$ cat src/rtl/core/xmcrc_pkg.sv
// Shared types, byte codes and the CRC-16 byte update for the XMODEM-CRC/1K receiver.
// No dependencies; every other file of the receiver uses this package by scoped names.

package xmcrc_pkg;

   // Packet sizes
   localparam int LONG_PACKET_BYTES  = 1024;
   localparam int SHORT_PACKET_BYTES = 128;
   localparam int COUNT_WIDTH        = $clog2(LONG_PACKET_BYTES + 1);
   localparam int OFFSET_WIDTH       = 10;

   // Protocol bytes
   localparam logic [7:0] BYTE_SOH = 8'h01;
   localparam logic [7:0] BYTE_STX = 8'h02;
   localparam logic [7:0] BYTE_EOT = 8'h04;
   localparam logic [7:0] BYTE_ACK = 8'h06;
   localparam logic [7:0] BYTE_NAK = 8'h15;
   localparam logic [7:0] BYTE_CAN = 8'h18;
   localparam logic [7:0] BYTE_C   = 8'h43;

   // Input transaction kinds
   localparam logic [1:0] KIND_BYTE    = 2'd0;
   localparam logic [1:0] KIND_TIMEOUT = 2'd1;
   localparam logic [1:0] KIND_RESTART = 2'd2;

   // Session status
   localparam logic [1:0] SESSION_RUNNING  = 2'd0;
   localparam logic [1:0] SESSION_COMPLETE = 2'd1;
   localparam logic [1:0] SESSION_ABORTED  = 2'd2;

   // Register map
   localparam logic CSR_MAX_ERRORS    = 1'b0;
   localparam logic CSR_START_ADDRESS = 1'b1;

   localparam logic [7:0]  MAX_ERRORS_RESET    = 8'd3;
   localparam logic [31:0] START_ADDRESS_RESET = 32'd0;
   localparam logic [7:0]  ERROR_COUNT_MAX     = 8'd255;
   localparam logic [8:0]  COMPLEMENT_SUM      = 9'd255;

   localparam logic [15:0] CRC_POLY = 16'h1021;

   // One result transaction
   typedef struct packed {
      logic                    data_valid;
      logic [7:0]              data_byte;
      logic [OFFSET_WIDTH-1:0] data_offset;
      logic                    reply_valid;
      logic [7:0]              reply_byte;
      logic                    packet_end;
      logic                    packet_ok;
      logic                    erase_request;
      logic [31:0]             packet_address;
      logic [1:0]              session;
      logic                    last;
   } result_type;

   // What one processed item produces
   typedef struct packed {
      logic       has_result;
      logic       has_second;
      result_type first;
   } step_type;

   // CRC-16/XMODEM update by one byte, MSB first
   function automatic logic [15:0] crc_byte(input logic [15:0] crc, input logic [7:0] b);
      logic [15:0] c;
      c = crc ^ {b, 8'h00};
      for (int i = 0; i < 8; i++) begin
         if (c[15]) begin
            c = {c[14:0], 1'b0} ^ CRC_POLY;
         end else begin
            c = {c[14:0], 1'b0};
         end
      end
      return c;
   endfunction

endpackage

$ cat src/rtl/core/xmcrc_engine.sv
// Session state and per-item step logic of the XMODEM-CRC/1K receiver.
// Depends on xmcrc_pkg; instantiated by xmodem_crc_receiver_core.

module xmcrc_engine (
   input  logic                     clock,
   input  logic                     reset,
   input  logic                     step_valid,
   input  logic [1:0]               kind,
   input  logic [7:0]               byte_value,
   input  logic [7:0]               max_errors,
   input  logic [31:0]              start_address,
   output xmcrc_pkg::step_type      step
);

   localparam logic [2:0] PH_HEADER = 3'd0;
   localparam logic [2:0] PH_NUM    = 3'd1;
   localparam logic [2:0] PH_COMP   = 3'd2;
   localparam logic [2:0] PH_DATA   = 3'd3;
   localparam logic [2:0] PH_CRC_HI = 3'd4;
   localparam logic [2:0] PH_CRC_LO = 3'd5;
   localparam logic [2:0] PH_ENDED  = 3'd6;

   localparam int CW = xmcrc_pkg::COUNT_WIDTH;

   logic [2:0]    phase_ff, phase_in;
   logic          first_seen_ff, first_seen_in;
   logic          long_packet_ff, long_packet_in;
   logic [7:0]    expected_ff, expected_in;
   logic [31:0]   write_address_ff, write_address_in;
   logic [7:0]    error_count_ff, error_count_in;
   logic [CW-1:0] byte_count_ff, byte_count_in;
   logic [15:0]   crc_ff, crc_in;
   logic [7:0]    number_ff, number_in;
   logic [7:0]    complement_ff, complement_in;
   logic [7:0]    crc_high_ff, crc_high_in;
   logic [1:0]    ended_ff, ended_in;

   logic [7:0]    error_inc;
   logic [CW-1:0] count_next;
   logic [CW-1:0] packet_size;
   logic          packet_good;
   logic          end_packet;
   logic          end_ok;
   logic          error_hit;

   // Shared terms of the step
   always_comb begin
      error_inc   = (error_count_ff < xmcrc_pkg::ERROR_COUNT_MAX) ?
                    error_count_ff + 8'd1 : error_count_ff;
      count_next  = byte_count_ff + CW'(1);
      packet_size = long_packet_ff ? CW'(xmcrc_pkg::LONG_PACKET_BYTES) :
                                     CW'(xmcrc_pkg::SHORT_PACKET_BYTES);
      packet_good = (number_ff == expected_ff) &&
                    (({1'b0, number_ff} + {1'b0, complement_ff}) ==
                     xmcrc_pkg::COMPLEMENT_SUM) &&
                    ({crc_high_ff, byte_value} == crc_ff);
   end

   // Next state and results of one item
   always_comb begin
      phase_in         = phase_ff;
      first_seen_in    = first_seen_ff;
      long_packet_in   = long_packet_ff;
      expected_in      = expected_ff;
      write_address_in = write_address_ff;
      error_count_in   = error_count_ff;
      byte_count_in    = byte_count_ff;
      crc_in           = crc_ff;
      number_in        = number_ff;
      complement_in    = complement_ff;
      crc_high_in      = crc_high_ff;
      ended_in         = ended_ff;
      step             = '0;
      end_packet       = 1'b0;
      end_ok           = 1'b0;
      error_hit        = 1'b0;

      if (kind == xmcrc_pkg::KIND_RESTART) begin
         phase_in         = PH_HEADER;
         first_seen_in    = 1'b0;
         long_packet_in   = 1'b0;
         expected_in      = 8'd1;
         write_address_in = start_address;
         error_count_in   = 8'd0;
         byte_count_in    = '0;
         crc_in           = 16'd0;
         number_in        = 8'd0;
         complement_in    = 8'd0;
         crc_high_in      = 8'd0;
         ended_in         = xmcrc_pkg::SESSION_RUNNING;
      end else if (kind == xmcrc_pkg::KIND_TIMEOUT && phase_ff != PH_ENDED) begin
         if (phase_ff == PH_HEADER) begin
            if (!first_seen_ff) begin
               step.has_result        = 1'b1;
               step.first.reply_valid = 1'b1;
               step.first.reply_byte  = xmcrc_pkg::BYTE_C;
            end
         end else begin
            end_packet = 1'b1;
         end
      end else if (kind == xmcrc_pkg::KIND_BYTE && phase_ff != PH_ENDED) begin
         case (phase_ff)
            PH_HEADER: begin
               if (byte_value == xmcrc_pkg::BYTE_SOH || byte_value == xmcrc_pkg::BYTE_STX) begin
                  first_seen_in  = 1'b1;
                  long_packet_in = (byte_value == xmcrc_pkg::BYTE_STX);
                  byte_count_in  = '0;
                  crc_in         = 16'd0;
                  phase_in       = PH_NUM;
               end else if (byte_value == xmcrc_pkg::BYTE_EOT) begin
                  step.has_result        = 1'b1;
                  step.first.reply_valid = 1'b1;
                  step.first.reply_byte  = xmcrc_pkg::BYTE_ACK;
                  ended_in               = xmcrc_pkg::SESSION_COMPLETE;
                  phase_in               = PH_ENDED;
               end else if (byte_value == xmcrc_pkg::BYTE_CAN) begin
                  ended_in = xmcrc_pkg::SESSION_ABORTED;
                  phase_in = PH_ENDED;
               end else begin
                  error_hit = 1'b1;
               end
            end
            PH_NUM: begin
               number_in = byte_value;
               phase_in  = PH_COMP;
            end
            PH_COMP: begin
               complement_in = byte_value;
               phase_in      = PH_DATA;
            end
            PH_DATA: begin
               step.has_result       = 1'b1;
               step.first.data_valid = 1'b1;
               step.first.data_byte  = byte_value;
               step.first.data_offset = byte_count_ff[xmcrc_pkg::OFFSET_WIDTH-1:0];
               crc_in        = xmcrc_pkg::crc_byte(crc_ff, byte_value);
               byte_count_in = count_next;
               if (count_next >= packet_size) begin
                  phase_in = PH_CRC_HI;
               end
            end
            PH_CRC_HI: begin
               crc_high_in = byte_value;
               phase_in    = PH_CRC_LO;
            end
            PH_CRC_LO: begin
               end_packet = 1'b1;
               end_ok     = packet_good;
            end
            default: begin
               phase_in = phase_ff;
            end
         endcase
      end

      // Packet end: commit fields, then ACK or an error verdict
      if (end_packet) begin
         step.has_result           = 1'b1;
         step.first.packet_end     = 1'b1;
         step.first.packet_ok      = end_ok;
         step.first.erase_request  = (expected_ff[1:0] == 2'd1);
         step.first.packet_address = write_address_ff;
         if (end_ok) begin
            step.first.reply_valid = 1'b1;
            step.first.reply_byte  = xmcrc_pkg::BYTE_ACK;
            expected_in      = expected_ff + 8'd1;
            write_address_in = write_address_ff +
                               (long_packet_ff ? 32'(xmcrc_pkg::LONG_PACKET_BYTES) :
                                                 32'(xmcrc_pkg::SHORT_PACKET_BYTES));
            phase_in         = PH_HEADER;
         end else begin
            error_hit = 1'b1;
         end
      end

      // Error verdict: NAK, or CAN CAN at the limit
      if (error_hit) begin
         step.has_result        = 1'b1;
         step.first.reply_valid = 1'b1;
         error_count_in         = error_inc;
         if (error_inc >= max_errors) begin
            step.has_second       = 1'b1;
            step.first.reply_byte = xmcrc_pkg::BYTE_CAN;
            ended_in              = xmcrc_pkg::SESSION_ABORTED;
            phase_in              = PH_ENDED;
         end else begin
            step.first.reply_byte = xmcrc_pkg::BYTE_NAK;
            phase_in              = PH_HEADER;
         end
      end

      step.first.session = ended_in;
      step.first.last    = !step.has_second;
   end

   // Session state registers
   always_ff @(posedge clock) begin
      if (reset) begin
         phase_ff         <= PH_HEADER;
         first_seen_ff    <= 1'b0;
         long_packet_ff   <= 1'b0;
         expected_ff      <= 8'd1;
         write_address_ff <= xmcrc_pkg::START_ADDRESS_RESET;
         error_count_ff   <= 8'd0;
         byte_count_ff    <= '0;
         crc_ff           <= 16'd0;
         number_ff        <= 8'd0;
         complement_ff    <= 8'd0;
         crc_high_ff      <= 8'd0;
         ended_ff         <= xmcrc_pkg::SESSION_RUNNING;
      end else if (step_valid) begin
         phase_ff         <= phase_in;
         first_seen_ff    <= first_seen_in;
         long_packet_ff   <= long_packet_in;
         expected_ff      <= expected_in;
         write_address_ff <= write_address_in;
         error_count_ff   <= error_count_in;
         byte_count_ff    <= byte_count_in;
         crc_ff           <= crc_in;
         number_ff        <= number_in;
         complement_ff    <= complement_in;
         crc_high_ff      <= crc_high_in;
         ended_ff         <= ended_in;
      end
   end

endmodule

$ cat src/rtl/core/xmodem_crc_receiver_core.sv
// XMODEM-CRC/1K receiver top level: input register, configuration registers, result register.
// Depends on xmcrc_pkg and xmcrc_engine.
// A result passes through the input register and then the result register before it appears on rsp.
// Throughput: one input transaction per cycle while the result channel does not stall; an item ending
// in CAN CAN holds the input until its second result has been taken from the single result register.
// Reset (synchronous): session state, handshake state and configuration registers return to reset values.

module xmodem_crc_receiver_core (
   input  logic                                 clock,
   input  logic                                 reset,
   // input channel
   input  logic                                 req_valid,
   output logic                                 req_stall,
   input  logic [1:0]                           req_kind,
   input  logic [7:0]                           req_byte_value,
   // result channel
   output logic                                 rsp_valid,
   input  logic                                 rsp_stall,
   output logic                                 rsp_data_valid,
   output logic [7:0]                           rsp_data_byte,
   output logic [xmcrc_pkg::OFFSET_WIDTH-1:0]   rsp_data_offset,
   output logic                                 rsp_reply_valid,
   output logic [7:0]                           rsp_reply_byte,
   output logic                                 rsp_packet_end,
   output logic                                 rsp_packet_ok,
   output logic                                 rsp_erase_request,
   output logic [31:0]                          rsp_packet_address,
   output logic [1:0]                           rsp_session,
   output logic                                 rsp_last,
   // configuration
   input  logic                                 csr_write_enable,
   input  logic                                 csr_index,
   input  logic [31:0]                          csr_write_data
);

   logic        in_valid_ff, in_valid_in;
   logic [1:0]  in_kind_ff;
   logic [7:0]  in_byte_ff;
   logic [7:0]  max_errors_ff;
   logic [31:0] start_address_ff;

   logic                  rsp_valid_ff, rsp_valid_in;
   logic                  second_ff, second_in;
   xmcrc_pkg::result_type rsp_ff, rsp_in;
   xmcrc_pkg::result_type second_result;
   xmcrc_pkg::step_type   step;

   logic req_take;
   logic rsp_take;
   logic out_free;
   logic fire;

   // Handshake control
   assign rsp_take  = rsp_valid_ff && !rsp_stall;
   assign out_free  = !rsp_valid_ff || (rsp_take && !second_ff);
   assign fire      = in_valid_ff && out_free;
   assign req_stall = in_valid_ff && !out_free;
   assign req_take  = req_valid && !req_stall;
   assign in_valid_in = req_take || (in_valid_ff && !fire);

   // Configuration registers
   always_ff @(posedge clock) begin
      if (reset) begin
         max_errors_ff    <= xmcrc_pkg::MAX_ERRORS_RESET;
         start_address_ff <= xmcrc_pkg::START_ADDRESS_RESET;
      end else if (csr_write_enable) begin
         case (csr_index)
            xmcrc_pkg::CSR_MAX_ERRORS:    max_errors_ff    <= csr_write_data[7:0];
            xmcrc_pkg::CSR_START_ADDRESS: start_address_ff <= csr_write_data;
            default:                      max_errors_ff    <= max_errors_ff;
         endcase
      end
   end

   // Input register
   always_ff @(posedge clock) begin
      if (reset) begin
         in_valid_ff <= 1'b0;
      end else begin
         in_valid_ff <= in_valid_in;
      end
   end

   always_ff @(posedge clock) begin
      if (req_take) begin
         in_kind_ff <= req_kind;
         in_byte_ff <= req_byte_value;
      end
   end

   xmcrc_engine u_engine (
      .clock         (clock),
      .reset         (reset),
      .step_valid    (fire),
      .kind          (in_kind_ff),
      .byte_value    (in_byte_ff),
      .max_errors    (max_errors_ff),
      .start_address (start_address_ff),
      .step          (step)
   );

   // Second CAN of an abort
   always_comb begin
      second_result             = '0;
      second_result.reply_valid = 1'b1;
      second_result.reply_byte  = xmcrc_pkg::BYTE_CAN;
      second_result.session     = xmcrc_pkg::SESSION_ABORTED;
      second_result.last        = 1'b1;
   end

   // Result register loading
   always_comb begin
      rsp_valid_in = rsp_valid_ff && !rsp_take;
      second_in    = second_ff;
      rsp_in       = rsp_ff;
      if (fire && step.has_result) begin
         rsp_valid_in = 1'b1;
         second_in    = step.has_second;
         rsp_in       = step.first;
      end else if (rsp_take && second_ff) begin
         rsp_valid_in = 1'b1;
         second_in    = 1'b0;
         rsp_in       = second_result;
      end
   end

   always_ff @(posedge clock) begin
      if (reset) begin
         rsp_valid_ff <= 1'b0;
         second_ff    <= 1'b0;
      end else begin
         rsp_valid_ff <= rsp_valid_in;
         second_ff    <= second_in;
      end
   end

   always_ff @(posedge clock) begin
      rsp_ff <= rsp_in;
   end

   // Result ports
   assign rsp_valid          = rsp_valid_ff;
   assign rsp_data_valid     = rsp_ff.data_valid;
   assign rsp_data_byte      = rsp_ff.data_byte;
   assign rsp_data_offset    = rsp_ff.data_offset;
   assign rsp_reply_valid    = rsp_ff.reply_valid;
   assign rsp_reply_byte     = rsp_ff.reply_byte;
   assign rsp_packet_end     = rsp_ff.packet_end;
   assign rsp_packet_ok      = rsp_ff.packet_ok;
   assign rsp_erase_request  = rsp_ff.erase_request;
   assign rsp_packet_address = rsp_ff.packet_address;
   assign rsp_session        = rsp_ff.session;
   assign rsp_last           = rsp_ff.last;

endmodule

$ cat config.mk
export PLATFORM = sky130hd
export DESIGN_NAME = xmodem_crc_receiver_core
export DESIGN_NICKNAME = d
export VERILOG_FILES = /design/src/rtl/core/xmcrc_pkg.sv /design/src/rtl/core/xmcrc_engine.sv /design/src/rtl/core/xmodem_crc_receiver_core.sv
export SDC_FILE = /design/constraint.sdc
export NUM_CORES = 1
export LEC_CHECK = 0
export BUFFER_PORTS_ARGS = -buffer_cell sky130_fd_sc_hd__buf_2
export CAP_MARGIN = 5
export CORE_AREA = 2 2 143 145
export DETAILED_ROUTE_END_ITERATION = 16
export DIE_AREA = 0 0 145 147
export PLACE_DENSITY = 0.72
export SYNTH_ARGS = -nofsm -noshare
export SYNTH_HDL_FRONTEND = slang
export SYNTH_SLANG_ARGS = --single-unit
$ cat constraint.sdc
create_clock -name clock -period 5.1 [get_ports clock]
set_clock_uncertainty 0.2 [all_clocks]
set_input_delay 0.51 -clock clock [delete_from_list [all_inputs] [get_ports clock]]
set_output_delay 0.51 -clock clock [all_outputs]
set_load 0.05 [all_outputs]
==> flow_summary.toml <==
[cts]
post_cts_resized = 0
cts_tree = "done"
clk_path_buf_depth = 3
root_buffer = "clkbuf_16"
cts.clk_slew.worst_paths_ps = 60
ctsHoldBuffers = 10
htreeDepth = 1
cts_buffers = 24
clk_latency_ps = 520
cts_sinks = 223
cts_setup_buffers = 0

[synth]
yosys.area_share.adder_pct = 3.10
synth_top_area_share_pct = 27.8
muxShareOfSynthArea_pct = 2.83
synth_simple_gate_area_share_pct = 22.0
synth_area_um2 = 10700
synth_compound_area_share_pct = 14.1
ys.flop_type = "dfxtp_1"
synthXorXnorAreaFrac_pct = 5.55
yosys_warnings = 0
synth_top_area_cell = "dfxtp_1"
ys_top_cells_by_area = "dfxtp_1 (28%), edfxtp_1 (21%), nand2_1 (5.4%), xnor2_1 (3.9%), a21oi_1 (3.6%)"
syn-instance-count = 1156
synth_area_per_cell_um2 = 9.29
synthArstFlopShare_pct = 0
synth_top_family_by_area = "simple AND/OR/NAND/NOR gates"
seq_area_frac_synth_pct = 48.5
synth_cell_types = 71
synth-edff-count = 74
ys_seq_elements = 223

[layout]
layout.nets = 1318
post-route-util_pct = 62.3
mostFrequentLayoutCells = "nand2_1 (153), dfxtp_1 (149), buf_2 (112)"
syn_to_final_growth_pct = 15.1
finalInstanceArea_um2 = 12400
final_common_cell = "nand2_1"
drive_gt1_share_pct = 15.2
num_antenna_cells = 0
fillers = 1703

[routing]
first_pass_iters = 5
final_antenna_net_count = 0
drt_iter0_drc = 658
drc_errors = 0
vias_per_cell = 5.70
via_count = 8732
avgRoutedWirePerCell_um = 16.9
wirelength_um = 25900

[die]
ios = 116
die-height_um = 147
fp.dieW_um = 145
num_rows = 52
die-area_um2 = 21300
design.core.area_um2 = 19800
initial_core_util_pct = 54.1

[place]
dp_hpwl_um = 17800
gp_congestion = 0.920
portBuffers = 113
dpl_cell_area_um2 = 11400

[global_route]
grt_max_degree = 72
grt_pass1_vias = 8304
antenna_found_initial = 0
grt.total_usage_pct = 23.9
grt_overflow = 0
grt_pass1_wl_um = 42300

[critical_path]
cpPeakStageDelay_ps = 780
cp-start-kind = "flip-flop"
cp_max_fo = 17
cp_num_buf_inv = 1
worstPathArrival_ps = 3950
cp.required_ps = 5360
path_cells = "ha_1 -> inv_1 -> fa_1 -> nand2b_1 -> a21oi_1 -> xor2_1 -> nand2_1 -> or3_1 -> a21oi_2 -> o221a_2"
end_kind = "flip-flop"
crit_type = "reg2reg"
critPathSlowestCell = "a21oi_2"
worst_path_dominant_cell_family = "compound AO/OA/AOI/OAI gates"

[pwr]
irDropWorstVdd_uv = 227
internal-power_mw = 3.11
finalPower_mw = 4.07
pwr-share-clk_pct = 44.6
p_switching_mw = 0.960
seqPwrFrac_pct = 47.3
power.density_nw_per_um2 = 329
swShare_pct = 23.6
p_leak_nw = 4.55
p_comb_share_pct = 8.1

[worst_hold_path]
min_path_type = "in2reg"

[timing]
period_needed_ps = 3690
final_max_slew_viol_count = 0
worstMarginPinSlew_ps = 1250
rsz0062_at_grt = "false"
setup_viol = 0
period_share_pct = 72.4
tns_ps = 0
max_freq_mhz = 271
finalHoldViolCount = 0
relSlewSlack_pct = 16.5

[run]
drv_cap = 0

[status]
status = "finished, final reports clean"
## cells in the mapped netlist, types with 19 or more instances
| master | n |
|---|---|
| a22oi_1 | 20 |
| nor3_1 | 21 |
| edfxtp_1 | 74 |
| dfxtp_1 | 149 |
| mux2i_1 | 27 |
| nor2_1 | 102 |
| inv_1 | 28 |
| and3_1 | 40 |
| nand4_1 | 19 |
| xor2_1 | 20 |
| and2_1 | 38 |
| a21oi_1 | 77 |
| o21ai_0 | 27 |
| ha_1 | 25 |
| nand3_1 | 37 |
| xnor2_1 | 48 |
| clkbuf_1 | 55 |
| nand2_1 | 154 |
## metrics by stage
step	setup WS, ps	hold slack [ps]	std cells
global placement	1540	238	1478
detailed placement	1520	243	1478
CTS	1450	21.1	1532
global route	1130	41.5	1532
floorplan	1010	232	1157
finish	1410	35.0	1532
## logic make-up (layout without fill, tap and decap cells)
| logic type | after synthesis | in the layout |
|---|---|---|
| simple gates | 480 | 480 |
| compound gates | 227 | 227 |
| flops | 223 | 223 |
| buf+inv | 101 | 206 |
| xor+xnor | 68 | 68 |
| mux | 30 | 30 |
| fa+ha+maj | 26 | 26 |
| other cells | 1 | 2 |
## final cells by class
cell class	instances	area (um2)	area share, %
clock buffer	35	716	5.79
tap	270	338	2.73
inverter	28	105	0.851
multi-input combinational	833	5120	41.4
sequential	223	5200	42.1
clock inverter	9	121	0.982
timing repair buffer	134	751	6.08
## power groups by stage
stage	registers, mW	logic (mW)	clock network [mW]
floorplan	2.01	0.177	0
global placement	1.96	0.319	0
detailed placement	1.96	0.322	0
CTS	1.92	0.329	1.85
global route	1.93	0.359	1.90
finish	1.92	0.331	1.81
## path summary, 6_finish.rpt
check	slack (ps)	to	start	cells after the start
worst max-delay path	1410	u_engine.write_address_ff[7]$_SDFFE_PP0P_	u_engine.number_ff[0]$_SDFFE_PP0P_	10
worst min-delay path	30	start_address_ff[28]$_SDFFE_PP0P_	csr_write_data[28]	3
worst max register to register	1410	u_engine.write_address_ff[7]$_SDFFE_PP0P_	u_engine.number_ff[0]$_SDFFE_PP0P_	10
worst min register to register	250	u_engine.write_address_ff[0]$_SDFFE_PP0P_	start_address_ff[0]$_SDFFE_PP0P_	2
## tightest hold or removal path: stages
cell     delay, ps
buf_2           90
nand2_1         50
a21oi_1         50
## metal layers
metal  GRT usage [%]  share of wire, %
met2            38.3                45
met1            33.7                47
met3            4.01               6.3
met4            7.03               2.1
met5               0                 0
## flip-flops by register name, summed over array words and instances (netlist names), 10 cells and up
register,cells
rsp_data_offset,10
rsp_packet_address,32
start_address_ff,32
u_engine.byte_count_ff,11
u_engine.crc_ff,16
u_engine.write_address_ff,32
(Power assumes the default switching activity.)
